$ cat config.mk
export PLATFORM = sky130hd
export DESIGN_NAME = keypad_id_entry_controller
export DESIGN_NICKNAME = d
export VERILOG_FILES = /design/src/rtl/core/kie_pkg.sv /design/src/rtl/core/kie_in_stage.sv /design/src/rtl/core/kie_core.sv /design/src/rtl/core/kie_out_stage.sv /design/src/rtl/core/keypad_id_entry_controller.sv
export VERILOG_INCLUDE_DIRS = /design/src /design/src/rtl/core
export SDC_FILE = /design/constraint.sdc
export NUM_CORES = 1
export LEC_CHECK = 0
export BUFFER_PORTS_ARGS = -buffer_cell sky130_fd_sc_hd__buf_2
export CAP_MARGIN = 20
export CORE_MARGIN = 2
export CORE_UTILIZATION = 30
export DETAILED_ROUTE_END_ITERATION = 16
export MAX_ROUTING_LAYER = met4
export PLACE_DENSITY = 0.5
export SLEW_MARGIN = 20
export SYNTH_ARGS = -nofsm -noshare
export SYNTH_HDL_FRONTEND = slang
export SYNTH_SLANG_ARGS = --single-unit
$ cat constraint.sdc
create_clock -name clk -period 6.2 [get_ports clk]
set_clock_uncertainty 0.1 [all_clocks]
set_input_delay 1.55 -clock clk [delete_from_list [all_inputs] [get_ports clk]]
set_output_delay 1.55 -clock clk [all_outputs]
set_load 0.02 [all_outputs]
$ cat src/rtl/core/assert_macros.svh
// Assertion helpers for the keypad ID entry controller.
// All checks are sampled on clk and are off while rst_n is low.
`ifndef ASSERT_MACROS_SVH
`define ASSERT_MACROS_SVH

// Same-cycle implication.
`define KIE_ASSERT_IMP(lbl, ant, con) \
  lbl: assert property (@(posedge clk) disable iff (!rst_n) (ant) |-> (con)) \
    else $error("implication check failed");

// Next-cycle implication.
`define KIE_ASSERT_NXT(lbl, ant, con) \
  lbl: assert property (@(posedge clk) disable iff (!rst_n) (ant) |=> (con)) \
    else $error("next-cycle check failed");

`endif

$ cat src/rtl/core/kie_pkg.sv
`timescale 1ns / 1ps
// ----------------------------------------------------------------------------
// kie_pkg
// Shared types and codes for the keypad ID entry controller.
// ----------------------------------------------------------------------------
package kie_pkg;

  typedef enum logic [1:0] {
    FUNC_START = 2'd0,
    FUNC_KEY   = 2'd1,
    FUNC_TICK  = 2'd2,
    FUNC_NONE  = 2'd3
  } func_t;

  typedef enum logic [2:0] {
    ST_BUSY    = 3'd0,
    ST_ACCEPT  = 3'd1,
    ST_CANCEL  = 3'd2,
    ST_TIMEOUT = 3'd3,
    ST_EXHAUST = 3'd4,
    ST_RETRY   = 3'd5,
    ST_IDLE    = 3'd6
  } status_t;

  localparam logic [3:0] KEY_LAST_DIGIT = 4'd9;
  localparam logic [3:0] KEY_STAR       = 4'd10;
  localparam logic [3:0] KEY_HASH       = 4'd11;

  localparam logic [3:0] ATTEMPT_SAT = 4'd15;
  localparam logic [7:0] TIMER_SAT   = 8'd255;

  localparam logic [7:0] TIMEOUT_RST  = 8'd60;
  localparam logic [3:0] ATTEMPTS_RST = 4'd3;

  // configuration register indexes
  localparam logic CFG_TIMEOUT  = 1'b0;
  localparam logic CFG_ATTEMPTS = 1'b1;

  typedef struct packed {
    logic [1:0] func;
    logic [3:0] key_code;
  } item_t;

  typedef struct packed {
    status_t    status;
    logic [9:0] id_value;
    logic [1:0] digits_entered;
    logic       confirming;
  } result_t;

endpackage

$ cat src/rtl/core/kie_in_stage.sv
`timescale 1ns / 1ps
// ----------------------------------------------------------------------------
// kie_in_stage
// Input register: holds one event word until the core takes it.
// ----------------------------------------------------------------------------
module kie_in_stage import kie_pkg::*; (
  input  logic       clk,
  input  logic       rst_n,
  input  logic       in_valid,
  output logic       in_stall,
  input  logic [1:0] in_func,
  input  logic [3:0] in_key_code,
  input  logic       adv,
  output logic       item_valid,
  output item_t      item
);

  logic  valid_r;
  logic  valid_nxt;
  item_t item_r;
  logic  load;

  assign in_stall  = valid_r && !adv;
  assign load      = in_valid && !in_stall;
  assign valid_nxt = load || (valid_r && !adv);

  always_ff @(posedge clk) begin
    if (!rst_n) begin
      valid_r <= 1'b0;
    end else begin
      valid_r <= valid_nxt;
    end
  end

  always_ff @(posedge clk) begin
    if (load) begin
      item_r <= '{func: in_func, key_code: in_key_code};
    end
  end

  assign item_valid = valid_r;
  assign item       = item_r;

endmodule

$ cat src/rtl/core/kie_core.sv
`timescale 1ns / 1ps
// ----------------------------------------------------------------------------
// kie_core
// Session state, configuration registers and the per-event update.
// ----------------------------------------------------------------------------
module kie_core import kie_pkg::*; #(
  parameter int MAX_DIGITS = 3
) (
  input  logic       clk,
  input  logic       rst_n,
  input  logic       cfg_wr_en,
  input  logic       cfg_index,
  input  logic [7:0] cfg_wdata,
  input  logic       step,
  input  item_t      item,
  output result_t    result
);

  localparam int CW = $clog2(MAX_DIGITS + 1);
  localparam logic [CW-1:0] CNT_FULL = CW'(MAX_DIGITS);

  logic [7:0]    timeout_r;
  logic [3:0]    max_att_r;

  logic          active_r, active_nxt;
  logic          confirm_r, confirm_nxt;
  logic [3:0]    store_r   [MAX_DIGITS];
  logic [3:0]    store_nxt [MAX_DIGITS];
  logic [CW-1:0] cnt_r, cnt_nxt;
  logic [3:0]    att_r, att_nxt;
  logic [7:0]    stimer_r, stimer_nxt;
  logic [7:0]    ctimer_r, ctimer_nxt;

  status_t       status;
  logic [9:0]    id_acc;
  logic [3:0]    shown;

  always_ff @(posedge clk) begin
    if (!rst_n) begin
      timeout_r <= TIMEOUT_RST;
      max_att_r <= ATTEMPTS_RST;
    end else if (cfg_wr_en) begin
      unique case (cfg_index)
        CFG_TIMEOUT:  timeout_r <= cfg_wdata;
        CFG_ATTEMPTS: max_att_r <= cfg_wdata[3:0];
        default:      ;
      endcase
    end
  end

  // decimal value of the full entry, kept mod 1024
  always_comb begin
    id_acc = '0;
    for (int i = 0; i < MAX_DIGITS; i++) begin
      id_acc = 10'(id_acc * 10'd10) + 10'(store_r[i]);
    end
  end

  always_comb begin
    active_nxt  = active_r;
    confirm_nxt = confirm_r;
    store_nxt   = store_r;
    cnt_nxt     = cnt_r;
    att_nxt     = att_r;
    stimer_nxt  = stimer_r;
    ctimer_nxt  = ctimer_r;
    status      = ST_BUSY;

    if (item.func == FUNC_START) begin
      for (int i = 0; i < MAX_DIGITS; i++) store_nxt[i] = '0;
      cnt_nxt     = '0;
      att_nxt     = '0;
      stimer_nxt  = '0;
      ctimer_nxt  = '0;
      confirm_nxt = 1'b0;
      active_nxt  = 1'b1;
    end else if (!active_r) begin
      status = ST_IDLE;
    end else if (item.func == FUNC_TICK) begin
      stimer_nxt = (stimer_r < TIMER_SAT) ? stimer_r + 8'd1 : TIMER_SAT;
      if (confirm_r) begin
        ctimer_nxt = (ctimer_r < TIMER_SAT) ? ctimer_r + 8'd1 : TIMER_SAT;
        if (ctimer_nxt >= timeout_r) status = ST_TIMEOUT;
      end else if (stimer_nxt >= timeout_r) begin
        status = ST_TIMEOUT;
      end
    end else if (item.func == FUNC_KEY) begin
      if (confirm_r) begin
        if (ctimer_r >= timeout_r) begin
          status = ST_TIMEOUT;
        end else if (item.key_code == KEY_STAR) begin
          status = ST_CANCEL;
        end else if (item.key_code == KEY_HASH) begin
          confirm_nxt = 1'b0;
          if (stimer_r >= timeout_r) status = ST_TIMEOUT;
        end
      end else if (stimer_r >= timeout_r) begin
        status = ST_TIMEOUT;
      end else if (item.key_code <= KEY_LAST_DIGIT) begin
        if (cnt_r < CNT_FULL) begin
          for (int i = 0; i < MAX_DIGITS; i++) begin
            if (cnt_r == CW'(i)) store_nxt[i] = item.key_code;
          end
          cnt_nxt = cnt_r + CW'(1);
        end
      end else if (item.key_code == KEY_STAR) begin
        if (cnt_r != '0) begin
          cnt_nxt = cnt_r - CW'(1);
          for (int i = 0; i < MAX_DIGITS; i++) begin
            if (cnt_nxt == CW'(i)) store_nxt[i] = '0;
          end
        end else begin
          confirm_nxt = 1'b1;
          ctimer_nxt  = '0;
        end
      end else if (item.key_code == KEY_HASH) begin
        if (cnt_r >= CNT_FULL) begin
          status = ST_ACCEPT;
        end else begin
          att_nxt = (att_r < ATTEMPT_SAT) ? att_r + 4'd1 : ATTEMPT_SAT;
          cnt_nxt = '0;
          for (int i = 0; i < MAX_DIGITS; i++) store_nxt[i] = '0;
          status = (att_nxt >= max_att_r) ? ST_EXHAUST : ST_RETRY;
        end
      end
      // key codes above hash are no key: nothing changes
    end

    // session end
    if (status == ST_TIMEOUT || status == ST_CANCEL || status == ST_ACCEPT ||
        status == ST_EXHAUST) begin
      active_nxt  = 1'b0;
      confirm_nxt = 1'b0;
      cnt_nxt     = '0;
    end

    shown = (status == ST_ACCEPT) ? 4'(CNT_FULL) : 4'(cnt_nxt);

    result.status         = status;
    result.id_value       = (status == ST_ACCEPT) ? id_acc : '0;
    result.digits_entered = shown[1:0];
    result.confirming     = confirm_nxt;
  end

  always_ff @(posedge clk) begin
    if (!rst_n) begin
      active_r  <= 1'b0;
      confirm_r <= 1'b0;
      cnt_r     <= '0;
      att_r     <= '0;
      stimer_r  <= '0;
      ctimer_r  <= '0;
      for (int i = 0; i < MAX_DIGITS; i++) store_r[i] <= '0;
    end else if (step) begin
      active_r  <= active_nxt;
      confirm_r <= confirm_nxt;
      cnt_r     <= cnt_nxt;
      att_r     <= att_nxt;
      stimer_r  <= stimer_nxt;
      ctimer_r  <= ctimer_nxt;
      store_r   <= store_nxt;
    end
  end

endmodule

$ cat src/rtl/core/kie_out_stage.sv
`timescale 1ns / 1ps
// ----------------------------------------------------------------------------
// kie_out_stage
// Result register: holds one result word until the consumer takes it.
// ----------------------------------------------------------------------------
module kie_out_stage import kie_pkg::*; (
  input  logic       clk,
  input  logic       rst_n,
  input  logic       src_valid,
  input  result_t    src,
  output logic       load,
  output logic       out_valid,
  input  logic       out_stall,
  output logic [2:0] out_status,
  output logic [9:0] out_id_value,
  output logic [1:0] out_digits_entered,
  output logic       out_confirming
);

  logic    valid_r;
  logic    valid_nxt;
  result_t data_r;

  // the register frees up in the same cycle its word is taken
  assign load      = src_valid && (!valid_r || !out_stall);
  assign valid_nxt = load || (valid_r && out_stall);

  always_ff @(posedge clk) begin
    if (!rst_n) begin
      valid_r <= 1'b0;
    end else begin
      valid_r <= valid_nxt;
    end
  end

  always_ff @(posedge clk) begin
    if (load) begin
      data_r <= src;
    end
  end

  assign out_valid          = valid_r;
  assign out_status         = data_r.status;
  assign out_id_value       = data_r.id_value;
  assign out_digits_entered = data_r.digits_entered;
  assign out_confirming     = data_r.confirming;

endmodule

$ cat src/rtl/core/keypad_id_entry_controller.sv
`timescale 1ns / 1ps
// ----------------------------------------------------------------------------
// keypad_id_entry_controller
// Keypad ID entry session: start, key and tick events in, one status word out.
// ----------------------------------------------------------------------------
// Channel  Dir  Handshake          Payload
// in       in   in_valid/in_stall  in_func, in_key_code
// out      out  out_valid/out_stall out_status, out_id_value,
//                                  out_digits_entered, out_confirming
// cfg      in   cfg_wr_en          cfg_index, cfg_wdata
//
// One word per cycle sustained while out is not stalled; the result passes from
// the input register through the state update into the result register.
// Reset is synchronous and clears session state; timeout is 60, attempts 3.
// A stall on out holds the result register; in stalls only while the input
// register is full and its word cannot move into the result register.
// ----------------------------------------------------------------------------
`include "assert_macros.svh"

module keypad_id_entry_controller import kie_pkg::*; #(
  parameter int MAX_DIGITS = 3
) (
  input  logic       clk,
  input  logic       rst_n,
  input  logic       in_valid,
  output logic       in_stall,
  input  logic [1:0] in_func,
  input  logic [3:0] in_key_code,
  output logic       out_valid,
  input  logic       out_stall,
  output logic [2:0] out_status,
  output logic [9:0] out_id_value,
  output logic [1:0] out_digits_entered,
  output logic       out_confirming,
  input  logic       cfg_wr_en,
  input  logic       cfg_index,
  input  logic [7:0] cfg_wdata
);

  logic    item_valid;
  item_t   item;
  logic    step;
  result_t result;

  kie_in_stage u_in (
    .clk         (clk),
    .rst_n       (rst_n),
    .in_valid    (in_valid),
    .in_stall    (in_stall),
    .in_func     (in_func),
    .in_key_code (in_key_code),
    .adv         (step),
    .item_valid  (item_valid),
    .item        (item)
  );

  kie_core #(
    .MAX_DIGITS (MAX_DIGITS)
  ) u_core (
    .clk       (clk),
    .rst_n     (rst_n),
    .cfg_wr_en (cfg_wr_en),
    .cfg_index (cfg_index),
    .cfg_wdata (cfg_wdata),
    .step      (step),
    .item      (item),
    .result    (result)
  );

  kie_out_stage u_out (
    .clk                (clk),
    .rst_n              (rst_n),
    .src_valid          (item_valid),
    .src                (result),
    .load               (step),
    .out_valid          (out_valid),
    .out_stall          (out_stall),
    .out_status         (out_status),
    .out_id_value       (out_id_value),
    .out_digits_entered (out_digits_entered),
    .out_confirming     (out_confirming)
  );

  // confirm mode only opens on an empty entry and takes no digits
  `KIE_ASSERT_IMP(a_confirm_empty, out_valid && out_confirming, out_digits_entered == 2'd0)
  // an idle result carries no entry and no confirm
  `KIE_ASSERT_IMP(a_idle_clear, out_valid && out_status == ST_IDLE,
                  out_digits_entered == 2'd0 && !out_confirming)
  // accepted shows the full digit count
  `KIE_ASSERT_IMP(a_accept_full, out_valid && out_status == ST_ACCEPT,
                  out_digits_entered == 2'(MAX_DIGITS) && !out_confirming)
  // a word in the input register reaches the output when the output is free
  `KIE_ASSERT_NXT(a_advance, item_valid && !(out_valid && out_stall), out_valid)

endmodule
==> results.json <==
{
  "run_status": "complete, no violations",
  "worst_slack_ns": 2.38,
  "fmax_ghz": 0.262,
  "cts_hold_buffers": 0,
  "grt_pass1_wl_mm": 19.2,
  "grt_pass1_vias": 3902,
  "dieArea_sq_mm": 0.0177,
  "synth.area.top_cells": "dfxtp_1 (20%), ha_1 (15%), edfxtp_1 (13%)",
  "num_rows": 47,
  "synth-seq-cells": 72,
  "port_buffers": 37,
  "tns_ns": 0,
  "clock-sinks": 72,
  "critPathRequiredTime_ns": 6.19,
  "pre_cts_ws_ns": 2.08,
  "holdPathStages": 2,
  "grt_start_max_net_pins": 50,
  "antenna_found_initial": 0,
  "die_y_um": 133,
  "reg2reg_slack_ns": 2.38,
  "report.final.slew_viol_count": 0,
  "crit_type": "reg -> reg",
  "clk_latency_ns": 0.35,
  "grt_setup_unrepaired": "no",
  "syn_area_sq_mm": 0.00500,
  "start_util_pct": 30.4,
  "cts_tree": "built",
  "cts_setup_buffers": 0,
  "layout-drive-gt1-share_pct": 10.1,
  "area_growth_pct": 13.2,
  "cpPeakStageDelay_ns": 0.51,
  "grt_overflow": 0,
  "cp_slowest_cell": "fa_1",
  "globalRouteTotalUtil_pct": 13.8,
  "ctsHtreeMaxLevel": 3,
  "clk_pin_slew_ns": 0.06,
  "crit_arrival_ns": 3.81,
  "finalHoldViolations": 0,
  "core_region_area_sq_mm": 0.0165,
  "relSlewSlack_pct": 43.0,
  "synthArstFlopShare_pct": 0,
  "yosysMostFrequentCell": "ha_1",
  "fp.dieW_um": 133,
  "worst_pin_slew_ns": 0.853,
  "rr_worst_depth": 12,
  "nNetsFinal": 662,
  "synth_top_area_share_pct": 20.0,
  "peakVddDrop_mv": 0.152,
  "wirelength_mm": 11.2,
  "synth.largest_area_cell": "dfxtp_1",
  "start_kind": "flop",
  "synth_common_cells": "ha_1 (60), nand2_1 (56), dfxtp_1 (50)",
  "routedWlPerCell_um": 13.9,
  "numCtsBuffers": 9,
  "yosys.cell_types.count": 58,
  "gp_congestion": 0.865,
  "ys_seq_area_share_pct": 33.2,
  "clockRootBuffer": "clkbuf_16",
  "finalSetupViolCount": 0,
  "viasPerCell": 4.93,
  "netlist_instances": 552,
  "cts_resized": 0,
  "drc": 0,
  "yosysWarnings": 0,
  "synth_edf_count": 22,
  "hold_path.class": "reg -> reg",
  "dp_hpwl_mm": 8.59,
  "antenna_cells": 0,
  "ant_nets": 0,
  "p_leak_nw": 2.56,
  "synth_nets": 636,
  "cts_max_path_buffers": 2,
  "crit_path_max_fanout": 4,
  "cellPowerDensity_mw_per_mm2": 204,
  "cap_violations": 0,
  "via_count": 3958,
  "dr.pass1.iters": 4,
  "fin_crit_ns": 3.82,
  "ioPinCount": 38,
  "dr.first_iter.drc_count": 222,
  "setup.worst_path.end_class": "flop",
  "finalCritPeriodShare_pct": 61.6,
  "path_common_cell": "ha_1",
  "syn_area_per_cell_sq_um": 9.06,
  "synthFlopType": "dfxtp_1",
  "critical_path.cell_chain": "ha_1 > ha_1 > fa_1 > xnor2_1 > ha_1 > ha_1 > xnor2_1 > nor3b_1 > nand3_1 > xor2_1 > xnor2_1 > nor2_1"
}
[worst max-delay path, delay by kind of cell, from the launching register on]
kind,cells,cell delay (ns)
flip-flops,1,0.41
XOR/XNOR,4,0.88
adder cells (fa/ha/maj),5,1.63
AND/OR/NAND/NOR,3,0.55
[metal layers]
layer	up-vias	GRT usage, %	share of wire, %
met5	-	-	0
met4	0	4.73	1.4
met3	10	3.01	3.9
met2	71	19.5	42
met1	1857	19.5	53
li1	2020	-	-
[per-stage QoR]
| stage | cells | power (mW) | hold slack [ns] | area, sq um | utilization, % |
|---|---|---|---|---|---|
| 3_3_place_gp | 787 | 0.613 | 0.359 | 5350 | 32.5 |
| 6_report | 803 | 1.16 | 0.368 | 5660 | 34.4 |
| 2_1_floorplan | 552 | 0.583 | 0.341 | 5000 | - |
| 5_1_grt | 803 | 1.21 | 0.391 | 5660 | 34.4 |
| 4_1_cts | 803 | 1.17 | 0.374 | 5660 | 34.4 |
| 3_5_place_dp | 787 | 0.615 | 0.366 | 5350 | 32.5 |
[placed cells by master (no fill, tap or decap), types with 3 or more instances in the layout]
master and instances:
a211o_1 4, a21boi_0 8, a21o_1 9, a21oi_1 27, a22oi_1 8, a31oi_1 5
a32o_1 3, and2_1 6, and3_1 14, buf_2 37, clkbuf_16 9, dfxtp_1 50
edfxtp_1 22, fa_1 4, ha_1 60, inv_1 26, mux2i_1 20, nand2_1 56
nand2b_1 10, nand3_1 23, nor2_1 35, nor2b_1 37, nor3_1 9, nor3b_1 6
nor4_1 3, o211ai_1 8, o21a_1 3, o21ai_0 11, or2_1 3, xnor2_1 17
xor2_1 11
[cell type report]
cell class / count / area, sq um
well taps: 220 / 275
multi-input cells: 431 / 3120
clock inverters: 6 / 83.8
fillers: 1727 / 10800
repair buffers: 38 / 193
inverters: 26 / 97.6
flip-flops and latches: 72 / 1660
clock buffers: 10 / 229
[worst paths after layout]
check | from | endpoint
setup / recovery | u_core.store_r[9] | u_out.out_id_value[9]
hold / removal | u_core.max_att_r[2] | u_core.max_att_r[2]
setup reg to reg | u_core.store_r[9] | u_out.out_id_value[9]
hold reg to reg | u_core.max_att_r[2] | u_core.max_att_r[2]
[cells by family (layout without fill, tap and decap cells)]
kind of cell	after synthesis	count (layout)	share of synthesized area, %
fa+ha+maj	64	64	16.6
simple gates	216	216	22.3
compound gates	103	103	14.6
buf+inv	49	80	4.33
xor+xnor	28	28	4.90
mux	20	20	4.00
flops	72	72	33.2
[power by group]
part	switching (mW)	leakage, nW	internal [mW]
Sequential	0.00970	0.612	0.499
Combinational	0.0589	1.80	0.0368
Clock	0.203	0.148	0.351
[registers in the layout, summed over array words and instances (netlist names), 2 cells and up]
| name | count |
|---|---|
| u_core.cnt_r | 2 |
| u_core.store_r | 12 |
| u_out.out_digits_entered | 2 |
| u_out.out_id_value | 10 |
| u_core.stimer_r | 8 |
| u_core.timeout_r | 8 |
| u_out.out_status | 3 |
| u_in.item | 6 |
| u_core.max_att_r | 4 |
| u_core.att_r | 4 |
| u_core.ctimer_r | 8 |
Note: power is estimated with default switching activity, not from simulation.
